[config.mk]
export PLATFORM = sky130hd
export DESIGN_NAME = imu_frame_deframer_crc16
export DESIGN_NICKNAME = d
export VERILOG_FILES = /design/src/design/dfr_pkg.sv /design/src/design/imu_frame_deframer_crc16.sv /design/src/design/dfr_ram.sv /design/src/design/dfr_ctrl.sv /design/src/design/dfr_datapath.sv
export SDC_FILE = /design/constraint.sdc
export NUM_CORES = 1
export LEC_CHECK = 0
export BUFFER_PORTS_ARGS = -buffer_cell sky130_fd_sc_hd__clkbuf_2
export CAP_MARGIN = 30
export CORE_MARGIN = 2
export CORE_UTILIZATION = 51
export CTS_BUF_LIST = sky130_fd_sc_hd__clkbuf_16
export DETAILED_ROUTE_END_ITERATION = 10
export GPL_TIMING_DRIVEN = 0
export PLACE_DENSITY = 0.67
export SETUP_SLACK_MARGIN = 0.2
export SYNTH_ARGS = -nofsm -noshare
export SYNTH_HDL_FRONTEND = slang
export SYNTH_SLANG_ARGS = --single-unit
[constraint.sdc]
create_clock -name clk -period 13.89 [get_ports clk]
set_input_delay 2.778 -clock clk [delete_from_list [all_inputs] [get_ports clk]]
set_output_delay 2.778 -clock clk [all_outputs]
set_load 0.02 [all_outputs]
[src/design/dfr_pkg.sv]
// shared types, constants and the crc-16 byte step for the frame deframer
// no dependencies; used by the top, dfr_ctrl and dfr_datapath of the block

package dfr_pkg;

  localparam int unsigned SOLUTION_BYTES_DEF = 76;
  localparam logic [7:0]  START_A            = 8'h5A;
  localparam logic [7:0]  START_B            = 8'hA5;
  localparam logic [7:0]  TAG_RESET          = 8'h91;
  localparam logic [15:0] CRC_POLY           = 16'h1021;
  localparam int unsigned WORD_INDEX_W       = 5;
  localparam int unsigned OUT_DATA_W         = 40;

  typedef enum logic [3:0] {
    ST_HUNT1,
    ST_HUNT2,
    ST_LEN_LO,
    ST_LEN_HI,
    ST_CRC_LO,
    ST_CRC_HI,
    ST_DATA,
    ST_EMIT_RD,
    ST_EMIT_LD,
    ST_EMIT_WAIT
  } dfr_state_t;

  typedef struct packed {
    logic seed;
    logic len_lo;
    logic len_hi;
    logic crc_lo;
    logic crc_hi;
    logic data;
    logic end_frame;
    logic emit_clr;
    logic emit_load;
    logic emit_next;
  } dfr_cmd_t;

  typedef struct packed {
    logic is_start_a;
    logic is_start_b;
    logic len_zero;
    logic data_end;
    logic frame_ok;
    logic last_word;
    logic out_taken;
  } dfr_sts_t;

  // msb-first crc-16 over one byte, no final xor
  function automatic logic [15:0] crc_byte(input logic [15:0] crc, input logic [7:0] b);
    logic [15:0] c;
    c = crc ^ {b, 8'h00};
    for (int k = 0; k < 8; k++) begin
      if (c[15]) begin
        c = {c[14:0], 1'b0} ^ CRC_POLY;
      end else begin
        c = {c[14:0], 1'b0};
      end
    end
    return c;
  endfunction

  localparam logic [15:0] CRC_SEED = crc_byte(crc_byte(16'h0000, START_A), START_B);

endpackage

[src/design/imu_frame_deframer_crc16.sv]
// top level of the checked serial frame deframer
// depends on dfr_pkg, dfr_ctrl, dfr_datapath (and dfr_ram through the datapath)
//
// in_*: one received serial byte per item. frame = 0x5A 0xA5, length (le16),
//   crc (le16), payload. crc-16 poly 0x1021, init 0, msb first, over start,
//   length and payload bytes.
// out_*: one 32-bit little-endian solution word per item, tlast on the final word.
//   only frames with a matching crc, a length of at least SOLUTION_BYTES and the
//   tag as first payload byte produce words; all others are dropped silently.
// cfg_*: solution_tag write, always ready; user rule, not enforced: taken while block idle.
// throughput: while parsing, one byte per cycle (in_tready high).
// after the last payload byte of an accepted frame the input is held off while
//   the store is read out: each word takes a ram read, an output load and a
//   handshake, and the next word's ram read starts only after that handshake;
//   a burst holds ceil(SOLUTION_BYTES/4) words, the last one with tlast.
// a stalled receiver holds the output register and the emit sequence waits.
// reset (rst_n low, synchronous) returns to the start-byte hunt and restores
//   the tag to 0x91; the solution store needs no clearing.

module imu_frame_deframer_crc16 #(
  parameter int SOLUTION_BYTES = dfr_pkg::SOLUTION_BYTES_DEF
) (
  input  logic                           clk,
  input  logic                           rst_n,
  input  logic                           in_tvalid,
  output logic                           in_tready,
  input  logic [7:0]                     in_tdata,   // [7:0] rx_byte
  output logic                           out_tvalid,
  input  logic                           out_tready,
  output logic [dfr_pkg::OUT_DATA_W-1:0] out_tdata,  // [4:0] word_index, [36:5] payload_word
  output logic                           out_tlast,
  input  logic                           cfg_valid,
  output logic                           cfg_ready,
  input  logic [7:0]                     cfg_data
);

  dfr_pkg::dfr_cmd_t cmd;
  dfr_pkg::dfr_sts_t sts;

  assign cfg_ready = 1'b1;

  dfr_ctrl u_ctrl (
    .clk      (clk),
    .rst_n    (rst_n),
    .in_tvalid(in_tvalid),
    .in_tready(in_tready),
    .sts      (sts),
    .cmd      (cmd)
  );

  dfr_datapath #(
    .SOLUTION_BYTES(SOLUTION_BYTES)
  ) u_dp (
    .clk       (clk),
    .rst_n     (rst_n),
    .rx_byte   (in_tdata),
    .cfg_valid (cfg_valid),
    .cfg_data  (cfg_data),
    .cmd       (cmd),
    .sts       (sts),
    .out_tready(out_tready),
    .out_tvalid(out_tvalid),
    .out_tdata (out_tdata),
    .out_tlast (out_tlast)
  );

  // emit and parse never overlap
  a_emit_excl: assert property (@(posedge clk) disable iff (!rst_n)
    out_tvalid |-> !in_tready)
    else $error("input ready while a word is pending");

  // a taken final word ends the burst
  a_last_ends: assert property (@(posedge clk) disable iff (!rst_n)
    (out_tvalid && out_tready && out_tlast) |=> (!out_tvalid && in_tready))
    else $error("burst continues after last word");

  // a taken word is followed by a store read cycle, or by the hunt after the last word
  a_word_gap: assert property (@(posedge clk) disable iff (!rst_n)
    (out_tvalid && out_tready) |=> !out_tvalid)
    else $error("word valid straight after handshake");

  // an accepted byte never yields a word in the next cycle
  a_byte_gap: assert property (@(posedge clk) disable iff (!rst_n)
    (in_tvalid && in_tready) |=> !out_tvalid)
    else $error("word valid straight after a byte");

endmodule

[src/design/dfr_ram.sv]
// generic single-write, single-read ram with registered read data
// no dependencies

module dfr_ram #(
  parameter int WIDTH  = 32,
  parameter int DEPTH  = 19,
  parameter int ADDR_W = (DEPTH > 1) ? $clog2(DEPTH) : 1
) (
  input  logic              clk,
  input  logic              we,
  input  logic [ADDR_W-1:0] waddr,
  input  logic [WIDTH-1:0]  wdata,
  input  logic [ADDR_W-1:0] raddr,
  output logic [WIDTH-1:0]  rdata
);

  logic [WIDTH-1:0] mem [DEPTH];

  always_ff @(posedge clk) begin
    if (we) begin
      mem[waddr] <= wdata;
    end
    rdata <= mem[raddr];
  end

endmodule

[src/design/dfr_ctrl.sv]
// controller state machine for the frame deframer: parse phases and word emit
// depends on dfr_pkg for the state, command and status types

module dfr_ctrl (
  input  logic              clk,
  input  logic              rst_n,
  input  logic              in_tvalid,
  output logic              in_tready,
  input  dfr_pkg::dfr_sts_t sts,
  output dfr_pkg::dfr_cmd_t cmd
);

  dfr_pkg::dfr_state_t state_r, state_nxt;
  logic acc;

  always_ff @(posedge clk) begin
    if (!rst_n) begin
      state_r <= dfr_pkg::ST_HUNT1;
    end else begin
      state_r <= state_nxt;
    end
  end

  always_comb begin
    state_nxt = state_r;
    cmd       = '0;
    in_tready = 1'b0;
    acc       = 1'b0;
    case (state_r)
      dfr_pkg::ST_HUNT1: begin
        in_tready = 1'b1;
        acc       = in_tvalid;
        if (acc) begin
          state_nxt = sts.is_start_a ? dfr_pkg::ST_HUNT2 : dfr_pkg::ST_HUNT1;
        end
      end
      dfr_pkg::ST_HUNT2: begin
        in_tready = 1'b1;
        acc       = in_tvalid;
        if (acc) begin
          if (sts.is_start_b) begin
            cmd.seed  = 1'b1;
            state_nxt = dfr_pkg::ST_LEN_LO;
          end else begin
            state_nxt = dfr_pkg::ST_HUNT1;
          end
        end
      end
      dfr_pkg::ST_LEN_LO: begin
        in_tready = 1'b1;
        acc       = in_tvalid;
        if (acc) begin
          cmd.len_lo = 1'b1;
          state_nxt  = dfr_pkg::ST_LEN_HI;
        end
      end
      dfr_pkg::ST_LEN_HI: begin
        in_tready = 1'b1;
        acc       = in_tvalid;
        if (acc) begin
          cmd.len_hi = 1'b1;
          state_nxt  = dfr_pkg::ST_CRC_LO;
        end
      end
      dfr_pkg::ST_CRC_LO: begin
        in_tready = 1'b1;
        acc       = in_tvalid;
        if (acc) begin
          cmd.crc_lo = 1'b1;
          state_nxt  = dfr_pkg::ST_CRC_HI;
        end
      end
      dfr_pkg::ST_CRC_HI: begin
        in_tready = 1'b1;
        acc       = in_tvalid;
        if (acc) begin
          cmd.crc_hi = 1'b1;
          if (sts.len_zero) begin
            cmd.end_frame = 1'b1;
            state_nxt     = dfr_pkg::ST_HUNT1;
          end else begin
            state_nxt = dfr_pkg::ST_DATA;
          end
        end
      end
      dfr_pkg::ST_DATA: begin
        in_tready = 1'b1;
        acc       = in_tvalid;
        if (acc) begin
          cmd.data = 1'b1;
          if (sts.data_end) begin
            cmd.end_frame = 1'b1;
            if (sts.frame_ok) begin
              cmd.emit_clr = 1'b1;
              state_nxt    = dfr_pkg::ST_EMIT_RD;
            end else begin
              state_nxt = dfr_pkg::ST_HUNT1;
            end
          end
        end
      end
      dfr_pkg::ST_EMIT_RD: begin
        state_nxt = dfr_pkg::ST_EMIT_LD;
      end
      dfr_pkg::ST_EMIT_LD: begin
        cmd.emit_load = 1'b1;
        state_nxt     = dfr_pkg::ST_EMIT_WAIT;
      end
      dfr_pkg::ST_EMIT_WAIT: begin
        if (sts.out_taken) begin
          if (sts.last_word) begin
            state_nxt = dfr_pkg::ST_HUNT1;
          end else begin
            cmd.emit_next = 1'b1;
            state_nxt     = dfr_pkg::ST_EMIT_RD;
          end
        end
      end
      default: begin
        state_nxt = dfr_pkg::ST_HUNT1;
      end
    endcase
  end

endmodule

[src/design/dfr_datapath.sv]
// datapath of the frame deframer: length, crc, byte packing, solution store, output register
// depends on dfr_pkg and dfr_ram

module dfr_datapath #(
  parameter int SOLUTION_BYTES = dfr_pkg::SOLUTION_BYTES_DEF
) (
  input  logic                                clk,
  input  logic                                rst_n,
  input  logic [7:0]                          rx_byte,
  input  logic                                cfg_valid,
  input  logic [7:0]                          cfg_data,
  input  dfr_pkg::dfr_cmd_t                   cmd,
  output dfr_pkg::dfr_sts_t                   sts,
  input  logic                                out_tready,
  output logic                                out_tvalid,
  output logic [dfr_pkg::OUT_DATA_W-1:0]      out_tdata,
  output logic                                out_tlast
);

  localparam int WORD_COUNT = (SOLUTION_BYTES + 3) / 4;
  localparam int AW         = (WORD_COUNT > 1) ? $clog2(WORD_COUNT) : 1;
  localparam logic [15:0] SB16   = 16'(SOLUTION_BYTES);
  localparam logic [15:0] SB_END = 16'(SOLUTION_BYTES - 1);
  localparam logic [AW-1:0] LAST_W = AW'(WORD_COUNT - 1);

  logic [7:0]  tag_r;
  logic [15:0] frame_length_r, frame_length_nxt;
  logic [7:0]  crc_low_r;
  logic [15:0] received_crc_r;
  logic [15:0] running_crc_r, running_crc_nxt;
  logic [15:0] bytes_received_r;
  logic [15:0] count_inc;
  logic [7:0]  first_byte_r;
  logic [7:0]  first_byte_eff;
  logic [31:0] acc_r, acc_nxt;
  logic [15:0] crc_step;
  logic        store_en;
  logic        ram_we;
  logic [AW-1:0] word_cnt_r;
  logic [31:0] ram_rdata;
  logic        out_valid_r;
  logic [31:0] out_word_r;
  logic [4:0]  out_idx_r;
  logic        out_last_r;
  logic [AW+4:0] idx_wide;

  assign crc_step  = dfr_pkg::crc_byte(running_crc_r, rx_byte);
  assign count_inc = bytes_received_r + 16'd1;
  assign store_en  = bytes_received_r < SB16;
  assign ram_we    = cmd.data && store_en
                     && (bytes_received_r[1:0] == 2'd3 || bytes_received_r == SB_END);
  assign first_byte_eff = (bytes_received_r == 16'd0) ? rx_byte : first_byte_r;

  always_comb begin
    case (bytes_received_r[1:0])
      2'd0:    acc_nxt = {24'h000000, rx_byte};
      2'd1:    acc_nxt = {16'h0000, rx_byte, acc_r[7:0]};
      2'd2:    acc_nxt = {8'h00, rx_byte, acc_r[15:0]};
      default: acc_nxt = {rx_byte, acc_r[23:0]};
    endcase
  end

  always_comb begin
    frame_length_nxt = frame_length_r;
    if (cmd.len_lo) begin
      frame_length_nxt = {8'h00, rx_byte};
    end else if (cmd.len_hi) begin
      frame_length_nxt = {rx_byte, frame_length_r[7:0]};
    end else if (cmd.end_frame) begin
      frame_length_nxt = 16'h0000;
    end
    running_crc_nxt = running_crc_r;
    if (cmd.seed) begin
      running_crc_nxt = dfr_pkg::CRC_SEED;
    end else if (cmd.len_lo || cmd.len_hi || cmd.data) begin
      running_crc_nxt = crc_step;
    end
  end

  always_ff @(posedge clk) begin
    if (!rst_n) begin
      tag_r            <= dfr_pkg::TAG_RESET;
      frame_length_r   <= 16'h0000;
      crc_low_r        <= 8'h00;
      received_crc_r   <= 16'h0000;
      running_crc_r    <= 16'h0000;
      bytes_received_r <= 16'h0000;
      out_valid_r      <= 1'b0;
      word_cnt_r       <= '0;
    end else begin
      if (cfg_valid) begin
        tag_r <= cfg_data;
      end
      frame_length_r <= frame_length_nxt;
      running_crc_r  <= running_crc_nxt;
      if (cmd.crc_lo) begin
        crc_low_r <= rx_byte;
      end
      if (cmd.crc_hi) begin
        received_crc_r <= {rx_byte, crc_low_r};
      end
      if (cmd.len_hi) begin
        bytes_received_r <= 16'h0000;
      end else if (cmd.data) begin
        bytes_received_r <= count_inc;
      end
      if (cmd.emit_clr) begin
        word_cnt_r <= '0;
      end else if (cmd.emit_next) begin
        word_cnt_r <= word_cnt_r + AW'(1);
      end
      if (cmd.emit_load) begin
        out_valid_r <= 1'b1;
      end else if (out_tready) begin
        out_valid_r <= 1'b0;
      end
    end
  end

  assign idx_wide = {5'b00000, word_cnt_r};

  always_ff @(posedge clk) begin
    if (cmd.data && store_en) begin
      acc_r <= acc_nxt;
    end
    if (cmd.data && bytes_received_r == 16'd0) begin
      first_byte_r <= rx_byte;
    end
    if (cmd.emit_load) begin
      out_word_r <= ram_rdata;
      out_idx_r  <= idx_wide[4:0];
      out_last_r <= (word_cnt_r == LAST_W);
    end
  end

  dfr_ram #(
    .WIDTH (32),
    .DEPTH (WORD_COUNT),
    .ADDR_W(AW)
  ) u_store (
    .clk  (clk),
    .we   (ram_we),
    .waddr(bytes_received_r[AW+1:2]),
    .wdata(acc_nxt),
    .raddr(word_cnt_r),
    .rdata(ram_rdata)
  );

  assign sts.is_start_a = (rx_byte == dfr_pkg::START_A);
  assign sts.is_start_b = (rx_byte == dfr_pkg::START_B);
  assign sts.len_zero   = (frame_length_r == 16'h0000);
  assign sts.data_end   = (count_inc == frame_length_r);
  assign sts.frame_ok   = (crc_step == received_crc_r) && (frame_length_r >= SB16)
                          && (first_byte_eff == tag_r);
  assign sts.last_word  = (word_cnt_r == LAST_W);
  assign sts.out_taken  = out_valid_r && out_tready;

  assign out_tvalid = out_valid_r;
  assign out_tdata  = {3'b000, out_word_r, out_idx_r};
  assign out_tlast  = out_last_r;

endmodule

==> flow_summary_export.csv, run 1 <==
group,metric,value,unit
run_status,status,"complete, no violations",
setup_path,cp-start-kind,"primary input",
clocking,cts-root-buf,"clkbuf_16",
pwr,powerDensity,128,mW/mm^2
setup_path,end_kind,"flop",
timing,tns,0,ns
setup_path,startpoint,"in_tvalid",
route,first_pass_iters,5,
timing,tightest_slew,1.02,ns
global_routing,grt_max_degree,24,
layout,layout_commonest_cell,"edfxtp_1",
timing,slew_violations,0,
setup_path,r2r-end,"u_dp.u_store.mem[17][21]",
yosys,synth_top_family_by_area,"multiplexers",
layout,layout.nets,2027,
yosys,synth_edf_count,678,
pwr,p_sw,0.000935,W
clocking,cts.reportedPaths.clkPinSlew,0.06,ns
yosys,ys_warn_count,0,
timing,relSlewSlack,32.0,%
yosys,ys_top_cells_by_area,"edfxtp_1 (65%), mux4_2 (11%), dfxtp_1 (7.7%), nand2_1 (1.5%), mux2i_1 (1.5%)",
layout,syn_to_final_growth,15.0,%
setup_path,required,14.21,ns
timing,post-route-min-period,5.91,ns
route,vias,17200,
timing,clock_skew,0.0283,ns
job,drv_cap,0,
clocking,worstSkewPairLatency,0.62,ns
clocking,cts_tree,"built",
route,route.detailed.drc,0,
setup_path,r2r_slack,9.62,ns
yosys,ys_ff_latch,800,
pwr,clkPwrFrac,43.3,%
timing,min_period_over_period,42.5,%
layout,drive_gt1_share,22.4,%
die,start_util,51.3,%
pwr,ir_worst_vdd,0.0963,mV
yosys,synth_top_area_cell,"edfxtp_1",
yosys,yosysSeqAreaShare,72.2,%
pwr,p_comb_share,1.3,%
setup_path,reg2reg_depth,7,
yosys,synth_async_sr_flop_share,0,%
die,die_area,0.0639,sq mm
die,die_x,253,um
clocking,cts_buffers,80,
yosys,synthSimpleGateAreaFrac,5.66,%
min_path,min_path_type,"flop to flop",
yosys,synth_cell_types,73,
timing,hold_ws,0.402,ns
global_routing,antenna_found_initial,1,
pwr,p_sw_share,20.1,%
yosys,synthCells,1802,
place,gp_congestion,0.872,
route,drt-total-wl,76200,um
pwr,p_seq_share,55.5,%
timing,hold_violations,0,
clocking,cts_sinks,800,
global_routing,grt_overflow,0,
timing,grt_setup_unrepaired,"false",
layout,stdcell_area,0.0363,sq mm
die,core,0.0615,sq mm
die,fp.dieH,253,um
place,place_area,0.0337,sq mm
yosys,yosys.area_share.adder,0.278,%
setup_path,crit_end,"u_dp.u_store.mem[17][21]",
timing,fmax,169,MHz
place,dp_hpwl,48800,um
yosys,synth-compound-area-share,3.89,%
global_routing,grt_usage,24.4,%
clocking,post_cts_buffers,0,
layout,seqCellArea,0.0228,sq mm
yosys,synth_area,0.0316,sq mm
layout,fillers,4558,
setup_path,cp.arrival,6.23,ns
pwr,intPower,0.00371,W
layout,final_cell_mix,"edfxtp_1 (678), mux4_2 (160), nand2_1 (124)",
clocking,cts_resized,0,
pwr,leakage,12.5,nW
yosys,synthFlopType,"edfxtp_1",
route,initialDrtViolationCount,1904,
clocking,clockBufferDepth,3,
yosys,avgSynthCellArea,17.5,sq um
route,viasPerCell,6.03,
clocking,ctsHoldBuffers,0,
die,io_pins,65,
global_routing,grt_pass1_vias,17200,
setup_path,r2r-start,"u_ctrl.state_r[1]",
clocking,htreeDepth,3,
setup_path,crit_type,"primary input to flop",
global_routing,grt_pass1_wl,112000,um
route,ant_nets,0,
yosys,yosys.area_share.xor_xnor,2.16,%
place,port_buffers,59,
layout,multi_input_area,0.00838,sq mm
yosys,yosysTopAreaCellShare,64.5,%
die,rows,91,
route,wl_per_cell,26.7,um
setup_path,crit_fanout,17,
yosys,muxShareOfSynthArea,14.0,%
timing,setup_viol,0,
==> through the flow <==
step                setup slack, ns  util (%)  power [W]  cells
finish                         7.98      59.0    0.00465   2855
global route                   7.87      59.0    0.00477   2854
CTS                            8.04      58.8    0.00467   2842
detailed placement             7.37      54.9    0.00268   2695
global placement               2.25      53.4    0.00268   2653
floorplan                      6.16         -    0.00266   1804
==> sequential cells by signal, summed over array words and instances, names as in the netlist, 8 cells and up <==
register / count
u_dp.received_crc_r: 16
u_dp.u_store.rdata: 32
u_dp.acc_r: 24
u_dp.tag_r: 8
u_dp.running_crc_r: 16
u_dp.u_store.mem: 608
u_dp.frame_length_r: 16
u_dp.out_word_r: 32
u_dp.bytes_received_r: 16
u_dp.first_byte_r: 8
u_dp.crc_low_r: 8
==> synth_stat cells, drive strengths merged, types with 7 or more instances <==
cell	number
a21boi	16
a21oi	33
a22o	16
and2	12
buf	38
clkbuf	77
dfxtp	122
edfxtp	678
ha	7
inv	19
mux2	32
mux2i	46
mux4	160
nand2	124
nand3	25
nand4	12
nor2	75
nor2b	32
nor3	19
nor4	9
o21ai	63
or3	14
xnor2	44
xor2	33
==> per-layer routing <==
layer	vias up	global-route usage [%]	part of all wire, %
met5	-	0	0
met3	92	3.31	7.0
met1	8918	33.8	41
li1	7476	-	-
met4	0	7.29	2.0
met2	742	40.7	50
==> layout make-up <==
| type | instances | share of cell area [%] |
|---|---|---|
| Clock buffer | 81 | 5.58 |
| Multi-Input combinational cell | 870 | 23.1 |
| Timing Repair Buffer | 113 | 3.21 |
| Clock inverter | 66 | 1.09 |
| Tap cell | 790 | 2.72 |
| Inverter | 19 | 0.196 |
| Sequential cell | 800 | 62.8 |
| Antenna cell | 1 | 0.00689 |
| Buffer | 115 | 1.30 |
==> power groups by stage <==
stage / clock (W) / sequential (W) / combinational (W)
after floorplan: 0 / 0.00263 / 0.0000330
after global placement: 0 / 0.00263 / 0.0000533
after detailed placement: 0 / 0.00263 / 0.0000559
after CTS: 0.00203 / 0.00258 / 0.0000562
after global routing: 0.00213 / 0.00258 / 0.0000621
final: 0.00201 / 0.00258 / 0.0000584
==> how the worst min path moves through the flow <==
| stage | from | depth (start not counted) | slack [ns] | end |
|---|---|---|---|---|
| 3_3_place_gp | u_dp.u_store.rdata[14] | 0 | 0.39 | u_dp.out_word_r[14] |
| 4_1_cts | u_dp.u_store.rdata[29] | 0 | 0.40 | u_dp.out_word_r[29] |
| 2_1_floorplan | u_dp.u_store.rdata[0] | 0 | 0.39 | u_dp.out_word_r[0] |
| 3_5_place_dp | u_dp.u_store.rdata[17] | 0 | 0.39 | u_dp.out_word_r[17] |
| 6_report | u_dp.u_store.rdata[17] | 0 | 0.40 | u_dp.out_word_r[17] |
| 5_1_grt | u_dp.u_store.rdata[14] | 0 | 0.41 | u_dp.out_word_r[14] |
==> logic make-up after synthesis <==
group,after synthesis
AO/OA/AOI/OAI,184
XOR/XNOR,77
adder cells (fa/ha/maj),7
buffers and inverters,134
flip-flops,800
multiplexers,238
other,2
AND/OR/NAND/NOR,360
==> critical path, stage by stage <==
cell and delay [ns]:
clkbuf_2 0.09, clkbuf_1 0.37, nand3_1 0.45, a211oi_4 0.71, nand4b_1 0.60, nor2_4 0.93
buf_12 0.27
Power figures use the tool's default switching activity.
==> run 2, diff against run 1 <==
Settings changed: ABC_AREA from default to 1.
Clock period 13.89 ns to 5.7 ns, I/O delays scaled along.
==> flow_summary_export.csv, run 2 <==
group,metric,value,unit
yosys,synthFlopType,"edfxtp_1",
global_routing,grt_max_degree,28,
setup_path,r2r_slack,1.08,ns
clocking,worstSkewPairLatency,0.64,ns
place,port_buffers,60,
setup_path,cp.arrival,4.95,ns
clocking,cts_sinks,800,
place,gp_congestion,0.938,
yosys,ys_top_cells_by_area,"edfxtp_1 (63%), dfxtp_1 (7.6%), nor2_1 (6.1%), nand2_1 (5.0%), o21ai_0 (3.7%)",
clocking,htreeDepth,3,
layout,final_cell_mix,"edfxtp_1 (678), nor2_1 (506), nand2_1 (433)",
setup_path,r2r-end,"u_dp.u_store.mem[9][15]",
layout,fin_cells,3918,
route,vias,23800,
pwr,leakage,12.4,nW
global_routing,grt_usage,28.6,%
pwr,powerDensity,321,mW/mm^2
global_routing,grt_overflow,0,
setup_path,end_kind,"flop",
clocking,ctsHoldBuffers,0,
setup_path,slowest_delay,0.79,ns
timing,tightest_slew,1.07,ns
die,rows,92,
layout,fillers,4986,
place,dp_cells,3766,
clocking,post_cts_buffers,0,
route,drt-total-wl,95100,um
min_path,worstHoldStart,"u_dp.u_store.rdata[27]",
layout,layout.nets,3031,
yosys,ys_ff_latch,800,
min_path,hold_end,"u_dp.out_word_r[27]",
place,dp_hpwl,64700,um
setup_path,cpLargestDelayFamily,"simple AND/OR/NAND/NOR gates",
pwr,ir_worst_vdd,0.211,mV
route,route.detailed.drc,0,
clocking,cts.reportedPaths.clkPinSlew,0.06,ns
timing,hold_ws,0.394,ns
yosys,synth_cell_types,45,
global_routing,grt_pass1_vias,22600,
layout,reg_top3,"u_dp.u_store.mem (608), u_dp.out_word_r (32), u_dp.u_store.rdata (32)",
die,io_pins,65,
die,fp.dieH,256,um
place,place_area,0.0345,sq mm
layout,drive_gt1_share,10.2,%
setup_path,slowest_stage,"nor2_4",
job,drv_cap,0,
timing,hold_violations,0,
setup_path,required,6.02,ns
layout,top_register,"u_dp.u_store.mem",
global_routing,antenna_found_initial,0,
timing,post-route-min-period,4.62,ns
yosys,synth_edf_count,678,
yosys,synthCells,2818,
timing,grt_setup_unrepaired,"false",
layout,stdcell_area,0.0372,sq mm
clocking,cts_buffers,81,
timing,relSlewSlack,28.4,%
timing,tns,0,ns
clocking,cts-root-buf,"clkbuf_16",
route,initialDrtViolationCount,3070,
clocking,clockBufferDepth,3,
min_path,min_path_type,"flop to flop",
setup_path,path_cells,"inv_1 > nor2_1 > nand2_1 > nor2_1 > inv_1 > nor2_1 > nand2_1 > inv_1 > nand4_1 > nor2_4 > buf_12",
clocking,cts_tree,"built",
timing,slew_violations,0,
die,die_x,256,um
layout,syn_to_final_growth,15.3,%
layout,layout_commonest_cell,"edfxtp_1",
yosys,synth_area,0.0323,sq mm
setup_path,crit_fanout,25,
global_routing,grt_pass1_wl,141000,um
route,ant_nets,0,
setup_path,r2r-start,"u_ctrl.state_r[2]",
yosys,synth_top_area_cell,"edfxtp_1",
timing,setup_viol,0,
route,first_pass_iters,5,
route,wl_per_cell,24.3,um
layout,largest_reg_flops,608,
clocking,cts_resized,0,
timing,clock_skew,0.0321,ns
yosys,yosysSeqAreaShare,70.6,%
yosys,synth_common_cells,"edfxtp_1 (678), nor2_1 (525), nand2_1 (433)",
layout,diodes,0,
run_status,status,"complete, no violations",
yosys,synth_async_sr_flop_share,0,%
setup_path,cp-start-kind,"flop",
setup_path,path_buf_inv,4,
min_path,whs_path_depth,0,
setup_path,reg2reg_depth,11,
yosys,avgSynthCellArea,11.5,sq um
die,start_util,51.4,%
timing,fmax,216,MHz
yosys,ys_warn_count,0,
route,viasPerCell,6.07,
setup_path,crit_type,"flop to flop",
die,die_area,0.0654,sq mm
yosys,yosysTopAreaCellShare,63.0,%
die,core,0.0629,sq mm
timing,min_period_over_period,81.1,%
yosys,post-synth-top-count-cell,"edfxtp_1",
-- run 2: cell types whose count changed in the layout (fill, tap and decap cells not counted), sizes merged, moves of 84 or more --
cell / delta
nand3: +84
o21ai: +180
inv: +115
nor2: +458
o32ai: +128
a21oi: +104
mux4: -160
nand2: +314
-- run 2: kinds of logic after synthesis --
kind of cell | synth area share (%)
simple gates | 14.1
flops | 70.6
compound gates | 10.9
buf+inv | 3.62
xor+xnor | 0.403
fa+ha+maj | 0.271
other cells | 0.0233
-- run 2: per-stage QoR --
stage	utilization [%]	setup WS [ns]	power (W)
after floorplan	-	1.21	0.00650
after global placement	53.6	-1.54	0.00655
after detailed placement	54.8	0.453	0.00656
after CTS	59.2	1.12	0.0120
after global routing	59.2	0.733	0.0122
final	59.2	1.08	0.0119
-- run 2: per-layer routing --
metal | up-vias | wire length (um) | share of wire (%) | global-route usage [%]
met1 | 11700 | 38700 | 41 | 40.7
met3 | 206 | 9140 | 9.6 | 3.89
li1 | 10500 | - | - | -
met2 | 1405 | 43800 | 46 | 45.1
met5 | - | 0 | 0 | 0
met4 | 0 | 3490 | 3.7 | 10.8
-- run 2: worst max path at each step --
stage / end / slack (ns) / depth (start not counted) / from
2_1_floorplan: u_dp.u_store.mem[13][0] / 1.21 / 8 / in_tvalid
3_3_place_gp: u_ctrl.state_r[0] / -1.54 / 9 / u_ctrl.state_r[0]
3_5_place_dp: u_dp.u_store.mem[9][28] / 0.45 / 10 / in_tvalid
4_1_cts: u_dp.u_store.mem[9][28] / 1.12 / 11 / u_ctrl.state_r[2]
5_1_grt: u_dp.u_store.mem[5][28] / 0.73 / 11 / u_ctrl.state_r[2]
6_report: u_dp.u_store.mem[9][15] / 1.08 / 11 / u_ctrl.state_r[2]
-- run 2: cell type report --
cell class | count | area, sq um | share of cell area, %
multi-input combinational | 1726 | 8530 | 22.9
buffer | 153 | 641 | 1.72
sequential | 800 | 22800 | 61.2
timing repair buffer | 100 | 906 | 2.43
tap | 846 | 1060 | 2.84
inverter | 141 | 529 | 1.42
clock inverter | 66 | 621 | 1.67
clock buffer | 86 | 2150 | 5.78
-- run 2: report_power, final --
group | switching (W) | internal (W) | total [W]
sequential | 0.00000215 | 0.00628 | 0.00628
clock | 0.00230 | 0.00321 | 0.00550
combinational | 0.000120 | 0.0000397 | 0.000160
total | 0.00242 | 0.00952 | 0.0119
